[src/hdl/gnn_pkg.sv]
// Shared types, constants and codes for the grouped nearest-neighbor search.
package gnn_pkg;

	localparam int TABLE_DEPTH_DEF = 256;
	localparam int MAX_DIMS        = 4;
	localparam int COORD_BITS      = 16;
	localparam int SQ_W            = 2 * COORD_BITS;
	localparam int DIST_W          = 34;
	localparam int ORD_W           = 8;
	localparam int DIMS_W          = 3;
	localparam logic [DIMS_W-1:0] DIMS_RESET = 3'd4;

	localparam logic [1:0] CMD_CLEAR = 2'd0;
	localparam logic [1:0] CMD_LOAD  = 2'd1;
	localparam logic [1:0] CMD_QUERY = 2'd2;

	typedef logic signed [COORD_BITS-1:0] coord_t;

	typedef enum logic [1:0] {
		ST_IDLE,
		ST_SCAN,
		ST_DRAIN,
		ST_DONE
	} gnn_state_t;

	typedef struct packed {
		logic [1:0] cmd;
		coord_t     group_key;
		coord_t     coord_a;
		coord_t     coord_b;
		coord_t     coord_c;
		coord_t     coord_d;
	} gnn_in_t;

	typedef struct packed {
		logic              found;
		logic [ORD_W-1:0]  group_index;
		logic [DIST_W-1:0] best_distance_sq;
		logic              table_overflowed;
	} gnn_out_t;

	typedef struct packed {
		coord_t                     key;
		coord_t [MAX_DIMS-1:0]      coords;
	} gnn_entry_t;

	// lane stage status handed to the merge stage
	typedef struct packed {
		logic start;
		logic valid;
		logic match;
	} gnn_stage_t;

	// running best of the merge stage
	typedef struct packed {
		logic              busy;
		logic              any;
		logic [ORD_W-1:0]  ord;
		logic [DIST_W-1:0] dist_sq;
	} gnn_best_t;

endpackage

[src/hdl/gnn_lane.sv]
// One distance lane: squared difference of one coordinate, registered.
module gnn_lane (
	input  logic                    clk,
	input  logic                    en,
	input  gnn_pkg::coord_t         q_coord,
	input  gnn_pkg::coord_t         r_coord,
	output logic [gnn_pkg::SQ_W-1:0] sq_s2
);
	import gnn_pkg::*;

	logic signed [COORD_BITS:0]     diff;
	logic signed [2*COORD_BITS+1:0] prod;

	always_comb begin
		diff = {q_coord[COORD_BITS-1], q_coord} - {r_coord[COORD_BITS-1], r_coord};
		prod = diff * diff;
	end

	// square of a 17-bit difference always fits in SQ_W unsigned bits
	always_ff @(posedge clk) begin
		sq_s2 <= en ? prod[SQ_W-1:0] : '0;
	end

endmodule

[config.mk]
export PLATFORM = sky130hd
export DESIGN_NAME = gnn_lane
export DESIGN_NICKNAME = d
export VERILOG_FILES = /design/src/hdl/gnn_pkg.sv /design/src/hdl/gnn_lane.sv
export SDC_FILE = /design/constraint.sdc
export NUM_CORES = 1
export LEC_CHECK = 0
export ABC_CLOCK_PERIOD_IN_PS = 8200
export BUFFER_PORTS_ARGS = -buffer_cell sky130_fd_sc_hd__buf_2
export CAP_MARGIN = 40
export CORE_MARGIN = 2
export CORE_UTILIZATION = 40
export DETAILED_ROUTE_END_ITERATION = 10
export GPL_TIMING_DRIVEN = 0
export PLACE_DENSITY = 0.61
export SLEW_MARGIN = 0
export SYNTH_ARGS = -nofsm -noshare
export SYNTH_HDL_FRONTEND = slang
export SYNTH_SLANG_ARGS = --single-unit
export TNS_END_PERCENT = 20
[constraint.sdc]
create_clock -name clk -period 8.2 [get_ports clk]
set_input_delay 0.41 -clock clk [delete_from_list [all_inputs] [get_ports clk]]
set_output_delay 0.41 -clock clk [all_outputs]
set_load 0.1 [all_outputs]
---- Word-level counts from Yosys, hierarchy flattened ----
Index checks and enable logic that the tools add are counted.
cells by class
  multipliers ............................. 1
  $add $sub $neg .......................... 1
operator list
  operator          number
  $mul A17 B17 Y32  1
  $sub A16 B16 Y17  1
word-level totals
  register bits after elaboration ......... 32

---- Longest topological paths before layout ----
  depth after elaboration ................. 2
  depth in mapped cells ................... 35

---- Worst setup path after synthesis ----
Ideal clock, no wire load.
  path kind ............................... input to register
  start point ............................. input port q_coord[0]
  end point ............................... register sq_s2[31] (netlist name)
  arrival ................................. 8.009 ns
  stages .................................. 34
  setup time .............................. 0.115 ns
  slack ................................... 0.076 ns
  cells stage by stage .................... inv_1 > ha_1 > inv_1 > fa_1 > a211oi_1 > o21a_1 > o22ai_1 > or2_1 > xor2_1 > inv_1 > clkbuf_1 > nor2_1 > inv_1 > fa_1 > inv_1 > fa_1 > inv_1 > fa_1 > inv_1 > fa_1 > fa_1 > inv_1 > fa_1 > inv_1 > ha_1 > nand3_1 > or3_1 > a2111oi_2 > o31ai_1 > o211a_1 > a21oi_2 > a31oi_1 > xnor3_1 > nor2_1
on the way
  cells in the longest elaborated chain, start to end .. 2
RTL lines
  element                 RTL line        source
  start: declaration      gnn_lane.sv:5   input gnn_pkg::coord_t q_coord,
  $sub A16 B16 Y17        gnn_lane.sv:15  diff = {q_coord[COORD_BITS-1], q_coord} - {r_coord[COORD_BITS-1], r_coord};
  $mul A17 B17 Y32        gnn_lane.sv:16  prod = diff * diff;
  end signal: assignment  gnn_lane.sv:21  sq_s2 <= en ? prod[SQ_W-1:0] : '0;
  end: declaration        gnn_lane.sv:7   output logic [gnn_pkg::SQ_W-1:0] sq_s2
No other way between the ends.
A chain may end at the register's enable or synchronous reset.

---- Worst setup path in the final report ----
  start point ............................. input port q_coord[0]
  end point ............................... register sq_s2[29] (netlist name)
Same word-level chain as after synthesis.

==> out/qor.txt <==
Largest regs - sq_s2 x31
Min cycle time layout - 8040 ps
Nets - 1692
Startpoint types - input port
I/O Pins - 66
Slew Limit Fails - 0
Primary FF master, synth - dfxtp_1
Via Count - 7975
Mapped Cells - 1198
Total wire length - 25450 µm
Min Hold Slack - 470.5 ps
Fillcell total - 2603
Tot GR Track Use - 18.87%
Post-synth EDFFs - 0
Max Cap Viol - 0
RSZ-0062 raised after global routing - true
Worst-margin pin slew - 736.3 ps
Site Rows - 60
Total gr overflow - 0
Die W - 168.6 µm
GP Congestion - 0.9225
Num CTS Buffers - 5
TritonCTS clock tree - built
Mapped cell area - 0.01084 mm²
Initial DRT Pass Iterations - 4
Avg Cell Area, Syn - 9.048 µm²
Critical path's slowest cell - fa_1
Initial drt markers - 301
Hold Crit Class - input port to register
Port Buffers - 64
Crit path max fanout - 8
Max Root-Sink Buffers - 2
Distinct cells, synth - 61
Mapped Nets - 1584
Cts hold-fix bufs - 0
Synthesized flop and latch total - 31
WL/cell - 15.44 µm
Critical path's most frequent cell - inv_2
Layout cells sized above 1 - 14.92%
Die Ht - 168.6 µm
Final Cycle Share - 98.05%
Dpl hpwl - 21410 µm
Placed inst area - 0.01163 mm²
Number of diodes - 0
Initial antenna violation count - 0
Residual DRC - 0
Post-layout util - 46.56%
Vias per cell - 4.839
Worst path required time - 8350 ps
Max FFs per register - 31
Post-route cell area - 0.01248 mm²
Initial core utilization - 40.44%
Die Area - 0.02843 mm²
Outcome - complete, no violations
Htree depth - 2
Worst setup EP type - register
Max stage delay on crit path - 580 ps
Top reg by flops - sq_s2
Synth Warn # - 0
CORE AREA - 0.02680 mm²
Asr flop ratio synth - 0%
Worst-path clk slew - 50 ps
Worst rel slew slack - 50.92%
Area grow syn2layout - 15.12%
First-pass GRT wire length - 42160 µm
Max Freq - 124.4 MHz
Final ANT Viol Nets - 0
Critical Path AT - 8190 ps
Final setup fails - 0
Post-synthesis sequential area ratio - 5.725%
Clk root buf - clkbuf_16
Worst Hold Path Cells - 3
Largest net degree at the start of global routing - 12
WS Path Type - input port to register
Vias in the first global route - 8673
Total clock sinks - 31
Hold Violations, Final - 0
-- kinds of logic after synthesis --
family	synth area share, %
DFF	5.726
and+or+nand+nor	10.87
AOI/OAI and AO/OA	6.995
muxes	0.1962
buffers and inverters	13.22
xor gates and xnor gates	4.317
adders and majority gates	58.64
other	0.03460
-- metrics by stage --
stage                     cells  worst slack [ps]  setup TNS (ps)
after detailed placement   1609             -1500          -14420
after floorplan            1198             75.73               0
final                      1648             160.1               0
after global placement     1603             -1531          -14280
after CTS                  1630             7.967               0
after global routing       1648            -82.14          -136.9
-- synth_stat cells (2+ instances only) --
library cell	count	share of area (%)
a2111o_1	2	0.21
nor2_1	118	4.1
nor3_1	15	0.69
nand3_1	7	0.32
o31ai_1	4	0.28
o21ai_1	2	0.092
o21ai_0	13	0.60
or3_1	3	0.17
or2_2	2	0.12
nor3b_1	2	0.14
inv_2	2	0.069
dfxtp_1	31	5.7
a31oi_1	4	0.23
clkinv_1	6	0.21
fa_1	260	48
buf_4	2	0.14
o211ai_1	3	0.21
o21bai_1	4	0.28
and2_1	19	1.1
o21a_1	11	0.76
buf_2	5	0.23
a2111oi_2	2	0.28
o211a_1	2	0.18
and3_1	3	0.17
xor2_1	18	1.5
a21oi_1	31	1.4
nand2_1	86	3.0
buf_1	2	0.069
nand2b_1	9	0.52
a21o_1	11	0.76
nand4_1	2	0.12
inv_1	346	12
xnor2_1	31	2.5
ha_1	92	11
nor2b_1	4	0.23
a211oi_1	5	0.35
clkbuf_1	15	0.52
-- final cells by class --
type | instances | area (µm²) | share of cell area (%)
Sequential cell | 31 | 620.6 | 4.973
Tap cell | 341 | 426.7 | 3.419
Inverter | 354 | 1354 | 10.85
Buffer | 23 | 158.9 | 1.273
Timing Repair Buffer | 102 | 609.3 | 4.883
Clock buffer | 8 | 156.4 | 1.253
Multi-Input combinational cell | 789 | 9153 | 73.35
-- layout by cell type (no fill, tap or decap), types with 11 or more instances in the layout --
cell and instances:
nor2_1 116, a21oi_1 27, nor3_1 14, buf_4 39, and2_1 19, fa_1 255
dfxtp_1 31, o21ai_0 12, nand2_1 80, xnor2_1 28, clkbuf_1 11, inv_2 13
ha_1 86, xor2_1 14, buf_2 64, inv_1 333, a21o_1 11
-- repair_timing --
action | CTS | global route
pin swaps | 14 | 36
buffers inserted | 13 | 19
endpoints found under the hold margin | 0 | 0
resized for setup | 57 | 55
endpoints found under the setup margin | 14 | 7
-- worst max-delay path, delay by kind of cell --
family | cells | cell delay (ps)
buffers and inverters | 13 | 1080
XOR/XNOR | 2 | 350
adder cells (fa/ha/maj) | 9 | 3920
AO/OA/AOI/OAI | 8 | 1580
AND/OR/NAND/NOR | 5 | 820
-- path summary, 6_finish.rpt --
path              startpoint                    to  slack (ps)
hold / removal            en   sq_s2[7]$_SDFF_PN0_         470
setup / recovery  q_coord[0]  sq_s2[29]$_SDFF_PN0_         160
-- routing by layer --
metal	wire, µm	track usage, %	vias up
li1	-	-	3739
met3	1065	2.946	29
met1	10150	22.67	4051
met4	548	4.348	0
met5	0	0	-
met2	13680	35.46	156
Power is left out: the tool's default activity adds up to more than one toggle a clock period on the data nets, which glitch-free logic cannot reach.
