File: config.mk
export PLATFORM = sky130hd
export DESIGN_NAME = gnn_merge
export DESIGN_NICKNAME = d
export VERILOG_FILES = /design/src/hdl/gnn_pkg.sv /design/src/hdl/gnn_merge.sv
export SDC_FILE = /design/constraint.sdc
export NUM_CORES = 1
export LEC_CHECK = 0
export ABC_AREA = 1
export BUFFER_PORTS_ARGS = -buffer_cell sky130_fd_sc_hd__buf_2
export CAP_MARGIN = 20
export CORE_MARGIN = 2
export CORE_UTILIZATION = 39
export DETAILED_ROUTE_END_ITERATION = 16
export HOLD_SLACK_MARGIN = 0.05
export SLEW_MARGIN = 20
export SYNTH_ARGS = -nofsm -noshare
export SYNTH_HDL_FRONTEND = slang
export SYNTH_SLANG_ARGS = --single-unit
export TNS_END_PERCENT = 20
File: constraint.sdc
create_clock -name clk -period 5.2 [get_ports clk]
set_clock_uncertainty 0.05 [all_clocks]
set_input_delay 0.78 -clock clk [delete_from_list [all_inputs] [get_ports clk]]
set_output_delay 0.78 -clock clk [all_outputs]
set_load 0.02 [all_outputs]
File: src/hdl/gnn_pkg.sv
// Shared types, constants and codes for the grouped nearest-neighbor search.
package gnn_pkg;

	localparam int TABLE_DEPTH_DEF = 256;
	localparam int MAX_DIMS        = 4;
	localparam int COORD_BITS      = 16;
	localparam int SQ_W            = 2 * COORD_BITS;
	localparam int DIST_W          = 34;
	localparam int ORD_W           = 8;
	localparam int DIMS_W          = 3;
	localparam logic [DIMS_W-1:0] DIMS_RESET = 3'd4;

	localparam logic [1:0] CMD_CLEAR = 2'd0;
	localparam logic [1:0] CMD_LOAD  = 2'd1;
	localparam logic [1:0] CMD_QUERY = 2'd2;

	typedef logic signed [COORD_BITS-1:0] coord_t;

	typedef enum logic [1:0] {
		ST_IDLE,
		ST_SCAN,
		ST_DRAIN,
		ST_DONE
	} gnn_state_t;

	typedef struct packed {
		logic [1:0] cmd;
		coord_t     group_key;
		coord_t     coord_a;
		coord_t     coord_b;
		coord_t     coord_c;
		coord_t     coord_d;
	} gnn_in_t;

	typedef struct packed {
		logic              found;
		logic [ORD_W-1:0]  group_index;
		logic [DIST_W-1:0] best_distance_sq;
		logic              table_overflowed;
	} gnn_out_t;

	typedef struct packed {
		coord_t                     key;
		coord_t [MAX_DIMS-1:0]      coords;
	} gnn_entry_t;

	// lane stage status handed to the merge stage
	typedef struct packed {
		logic start;
		logic valid;
		logic match;
	} gnn_stage_t;

	// running best of the merge stage
	typedef struct packed {
		logic              busy;
		logic              any;
		logic [ORD_W-1:0]  ord;
		logic [DIST_W-1:0] dist_sq;
	} gnn_best_t;

endpackage

File: src/hdl/gnn_merge.sv
// Merge stage: sums the lane squares and keeps the nearest match of the group.
module gnn_merge (
	input  logic                                  clk,
	input  logic                                  arst_n,
	input  gnn_pkg::gnn_stage_t                   stage,
	input  logic [gnn_pkg::MAX_DIMS-1:0][gnn_pkg::SQ_W-1:0] sq,
	output gnn_pkg::gnn_best_t                    best
);
	import gnn_pkg::*;

	logic [DIST_W-1:0] sum;
	logic [DIST_W-1:0] sum_s3;
	logic              valid_s3;
	logic              match_s3;
	logic              any_q;
	logic [ORD_W-1:0]  ord_q;
	logic [ORD_W-1:0]  best_ord_q;
	logic [DIST_W-1:0] best_dist_q;
	logic              take;

	always_comb begin
		sum = '0;
		for (int j = 0; j < MAX_DIMS; j++) begin
			sum = sum + DIST_W'(sq[j]);
		end
	end

	always_ff @(posedge clk) begin
		sum_s3 <= sum;
	end

	always_ff @(posedge clk or negedge arst_n) begin
		if (!arst_n) begin
			valid_s3 <= 1'b0;
			match_s3 <= 1'b0;
		end else begin
			valid_s3 <= stage.valid;
			match_s3 <= stage.match;
		end
	end

	// strict compare: the earliest point keeps a tie
	assign take = valid_s3 && match_s3 && (!any_q || sum_s3 < best_dist_q);

	always_ff @(posedge clk or negedge arst_n) begin
		if (!arst_n) begin
			any_q <= 1'b0;
			ord_q <= '0;
		end else if (stage.start) begin
			any_q <= 1'b0;
			ord_q <= '0;
		end else if (valid_s3 && match_s3) begin
			any_q <= 1'b1;
			ord_q <= ord_q + 1'b1;
		end
	end

	always_ff @(posedge clk) begin
		if (take) begin
			best_ord_q  <= ord_q;
			best_dist_q <= sum_s3;
		end
	end

	always_comb begin
		best.busy    = valid_s3;
		best.any     = any_q;
		best.ord     = best_ord_q;
		best.dist_sq = best_dist_q;
	end

endmodule

* After elaboration in Yosys (flattened, before gate mapping)
Index checks and enable logic that the tools add are counted.
Word-level totals: flip-flop bits (word level) 87
Operators by class: order comparisons 1, reduce and logical (&&, ||, !) cells 5, $add $sub $neg 4, multiplexer cells 4
Operators by type and width (number):
- $add A33 B32 Y34 | 1
- $add A34 B32 Y34 | 1
- $lt A34 B34 Y1 | 1
- $add A32 B32 Y33 | 1
- $mux W8 | 2
- $add A8 B1 Y8 const B | 1
- $logic_and A1 B1 Y1 | 2
- $mux W1 | 2
- $reduce_bool A2 Y1 | 1
- $logic_not A1 Y1 | 1
- $logic_or A1 B1 Y1 | 1

* Depth between registers and ports, before layout
word-level depth 3, gate-level depth with buffers 17

* Worst setup path before layout
Ideal clock, no wire load.
path kind register to register, from register best_dist_q[25], to register best_dist_q[0] (enable), slack 1.315 ns, clock period less this slack 3.885 ns, stages on the path, launching flop included 11, data arrival time 3.380 ns, library setup time 0.455 ns, path buffers 0, cells stage by stage edfxtp_1 inv_1 ha_1 a21o_1 nor2_1 nand2_1 nand2_1 nand2_1 nor2_1 nand2_1 a21oi_1
Between the ends: longest elaborated chain between the ends 3
RTL lines:
- start, declared | line gnn_merge.sv:18 | logic [DIST_W-1:0] best_dist_q;
- start signal, assigned | line gnn_merge.sv:61 | best_dist_q <= sum_s3;
- $lt A34 B34 Y1 | line gnn_merge.sv:43 | assign take = valid_s3 && match_s3 && (!any_q || sum_s3 < best_dist_q);
- $logic_or A1 B1 Y1 | line gnn_merge.sv:43
- $logic_and A1 B1 Y1 | line gnn_merge.sv:43
- via take | line gnn_merge.sv:19 | logic take;
The timed path passes the listed nets, and every way through them passes these cells. A chain may end at the register's enable or synchronous reset.

* Worst setup path in the final report
from input sq[1] (netlist bit), to register sum_s3[33]
Between the ends: longest elaborated chain between the ends 3
RTL lines:
- start, declared | line gnn_merge.sv:6 | input logic [gnn_pkg::MAX_DIMS-1:0][gnn_pkg::SQ_W-1:0] sq,
- $add A32 B32 Y33 | line gnn_merge.sv:24 | sum = sum + DIST_W'(sq[j]);
- $add A33 B32 Y34 | line gnn_merge.sv:24
- $add A34 B32 Y34 | line gnn_merge.sv:24
- via sum[33] | line gnn_merge.sv:11 | logic [DIST_W-1:0] sum;
- end signal, assigned | line gnn_merge.sv:29 | sum_s3 <= sum;
- end, declared | line gnn_merge.sv:12 | logic [DIST_W-1:0] sum_s3;
The timed path passes the listed nets, and every way through them passes these cells.

==> summary.txt <==
Floorplan
  • Die ar.: 20000 µm²
  • FP Rows: 50
  • Initial Util: 39.6%
  • Die Wd: around 140 µm
  • Die Ht: 141 µm
  • Top Ports: 177
  • Core area: between 15000 and 20000 µm²

Final layout
  • # fillers: between 1500 and 2000
  • Area Growth Syn to Fin: 19.9%
  • Diode count: 0
  • Multi-input gate area: roughly 4100 µm²
  • Register Area: 2220 µm²
  • Fin util: 47.5%
  • Most common cell after layout, fill and taps aside: inv_1
  • Most frequent cells in the layout: 289 x inv_1, 184 x nand2_1, 176 x buf_2
  • Nets: between 1000 and 1500
  • Share of cells above drive strength 1: between 10% and 20%
  • Final Non-Filler Cells: between 1000 and 1500

Critical path
  • Crit path cell chain: buf_2 -> inv_1 -> fa_1 -> inv_1 -> fa_1 -> ha_1 -> fa_1 -> nand2_1 -> nand2_1 -> and2_4 -> nand2_1 -> nand2_2 -> nand2_2 -> nand2_4 -> nand2_2 -> nand2_2 -> nand2_1 -> nand2_1
  • Critical Path Fanout Max: 3
  • CP Launch Type: input pin
  • CP Data Arrival Time: between 3 and 4 ns
  • Top Family by Delay on Critical Path: adder cells
  • Reg-to-reg critical path startpoint: best_dist_q[9]
  • CP Depth: 18
  • Critical path origin: sq[1]
  • CP endpoint: sum_s3[33]
  • Cell count of the worst reg-to-reg path: 14
  • Cell repeated most along the worst path: nand2_1
  • R2r endpoint: best_dist_q[5]
  • WS Path Type: in -> reg
  • Crit-path max cell delay: 0.53 ns
  • Data required, critical path: approximately 5.4 ns
  • Buf/Inv on CP: 3
  • CP endpoint kind: flop
  • Max stage delay cell, worst path: fa_1
  • R2R setup slack: approximately 2.4 ns

Timing
  • Worst Max-Slew Pin Slew: roughly 0.85 ns
  • Slew Limit Fails: 0
  • Minimum clock period: 3.21 ns
  • Slew HR: 43.2%
  • Hold Violations, Final: 0
  • Setup total negative slack: 0 ns
  • Final period utilization: roughly three fifths
  • Min Hold Slack: roughly 0.25 ns
  • RSZ-0062 raised after global routing: false
  • Max Freq: 311 MHz
  • Final setup vio count: 0

Pwr
  • Pwr/cell area: ~400 nW/µm²
  • Combinational Power Share: between 50% and 60%
  • Worst VDD drop: approximately 180 µV
  • Sw Ratio: 42.2%
  • Pleak: around 0.0050 µW
  • Pint: about 2000 µW
  • Flop pwr share: a little under a third
  • Clk pwr share: 17.8%
  • P_sw: ~1500 µW
  • Power, Total: ~3500 µW

Route
  • Initial drt markers: 198
  • Post-DRT Antenna Nets: 0
  • Total number of vias: just under 6000
  • Via density: approximately 4.4
  • WL/cell: between 10 and 15 µm
  • 1st-pass router iterations: 6
  • Final wirelength: between 15000 and 20000 µm
  • DRC: 0

Synthesis
  • Post-synthesis mux area share: 0%
  • Adder-cell share of the synthesized area: 28.8%
  • Yosys cell types: 30
  • Synthesis-stage register bit count: between 80 and 90
  • Syn Area/Cell: 7.94 µm²
  • Synth Area in Compound Gates: between 6 and 7%
  • Synth Instances: around 930
  • Syn_nets: around 1200
  • Warnings from Yosys: 0
  • Register area share after synthesis: a little under a third
  • XOR/XNOR Fraction of Synth Area: under 10%
  • Synth Area in Simple Gates: about 18%
  • Cell area after synthesis: roughly 7400 µm²
  • Largest family of logic cells by synthesized area: adder cells

Clock tree
  • Hold-fix buffers, CTS: 0
  • Num CTS Buffers: 9
  • Clock sinks: a little under 90
  • Post-CTS Resized: 0
  • Reg clk slew, reported paths: ~0.06 ns
  • Clock Latency Late Sink: between 0.3 and 0.4 ns
  • CTS tree: yes
  • Post-CTS setup buffer count: 0
  • Clk Tree Root Cell: clkbuf_16
  • Clock buffer depth: 2
  • H-tree levels: 3

Global routing
  • First-pass GRT wire length: ~26000 µm
  • Initial antenna violation count: 0
  • All-Layer GR Usage: roughly 16%
  • Met2 Resource Use GR: around 27%
  • Met1 GRT Util: between 20% and 30%
  • Grt peak-use layer: met2
  • Largest net degree at the start of global routing: 26
  • M3 GR Usage: under 10%
  • Vias in the first global route: ~5800
  • GRT Residual Overflow: 0

Placement
  • DP HPWL: approximately 14000 µm
  • Global placer's final weighted congestion: around 0.9
  • Placed cells: between 1000 and 1500
  • Buffers on Ports: 176

Run status
  • Result of the run: finished clean

Min path
  • Hold WC Path Type: in -> async

Flow run
  • Max_cap viols: 0
==> power groups by stage <==
stage	logic, µW	registers [µW]	clock network (µW)
3_3_place_gp	1760	1080	0
2_1_floorplan	1250	1110	0
5_1_grt	2070	1090	659
3_5_place_dp	1780	1090	0
4_1_cts	1790	1080	632
6_report	1770	1070	615
==> worst reg2reg max path: cells and delay by family, from the launching register on <==
family	cells	cell delay (ns)
AOI/OAI and AO/OA	1	0.69
adders and majority gates	1	0.30
buffers and inverters	4	0.56
DFF	1	0.38
and+or+nand+nor	8	0.53
==> cells in the mapped netlist <==
| master | count | area, µm² |
|---|---|---|
| and3_1 | 1 | 6.26 |
| nand2_1 | 184 | 691 |
| ha_1 | 67 | 838 |
| nor3_1 | 12 | 60.1 |
| dfxtp_1 | 34 | 681 |
| inv_2 | 1 | 3.75 |
| o21ai_1 | 3 | 15.0 |
| dfrtp_1 | 11 | 275 |
| o21bai_1 | 1 | 7.51 |
| fa_1 | 64 | 1280 |
| buf_4 | 2 | 15.0 |
| nand4_1 | 9 | 56.3 |
| o21a_1 | 3 | 22.5 |
| and2_4 | 2 | 17.5 |
| nor2_1 | 57 | 214 |
| a21o_1 | 2 | 15.0 |
| o21ai_0 | 27 | 135 |
| xor2_1 | 16 | 140 |
| nor3_2 | 1 | 10.0 |
| a31oi_1 | 1 | 6.26 |
| xnor2_1 | 1 | 8.76 |
| inv_1 | 289 | 1080 |
| edfxtp_1 | 42 | 1260 |
| nand3_1 | 26 | 130 |
| nand2_4 | 1 | 11.3 |
| nand3b_1 | 2 | 15.0 |
| or2_1 | 2 | 12.5 |
| a21oi_1 | 54 | 270 |
| nor2_2 | 4 | 25.0 |
| nand2_2 | 8 | 50.1 |
==> per-stage QoR <==
| step | setup slack [ns] | cell area [µm²] |
|---|---|---|
| floorplan | 1.31 | 7360 |
| global placement | 1.67 | 8540 |
| detailed placement | 1.64 | 8540 |
| CTS | 2.00 | 8820 |
| global route | 1.78 | 8820 |
| finish | 1.99 | 8820 |
==> area by class of cell <==
cell class	count	area share [%]
Multi-Input combinational cell	548	45.9
Sequential cell	87	25.1
Inverter	290	12.3
Timing Repair Buffer	177	10.1
Tap cell	234	3.32
Clock buffer	12	2.68
Clock inverter	4	0.553
==> kinds of logic (layout without fill, tap and decap cells) <==
logic type,after synthesis,count (layout)
AOI/OAI and AO/OA,91,91
adders and majority gates,131,131
buffers and inverters,292,483
and+or+nand+nor,309,309
xor gates and xnor gates,17,17
DFF,87,87
==> sequential cells by signal (all words and copies together) (netlist names) <==
register	count
valid_s3	1
best_ord_q	8
ord_q	8
sum_s3	34
match_s3	1
best_dist_q	34
any_q	1
==> metal layers <==
layer  share of wire [%]  up-vias
met4                 1.7        0
met3                 4.7       19
met1                  48     2633
met2                  45      134
met5                   0        -
li1                    -     3152
==> how the worst min path moves through the flow <==
stage / end / slack, ns / depth (start not counted)
floorplan: best_dist_q[0] / 0.36 / 0
global placement: best_dist_q[0] / 0.36 / 0
detailed placement: best_dist_q[0] / 0.36 / 0
CTS: ord_q[0] / 0.26 / 1
global route: ord_q[1] / 0.27 / 1
finish: ord_q[2] / 0.25 / 1
No activity file was read; power rests on OpenSTA's default activity.
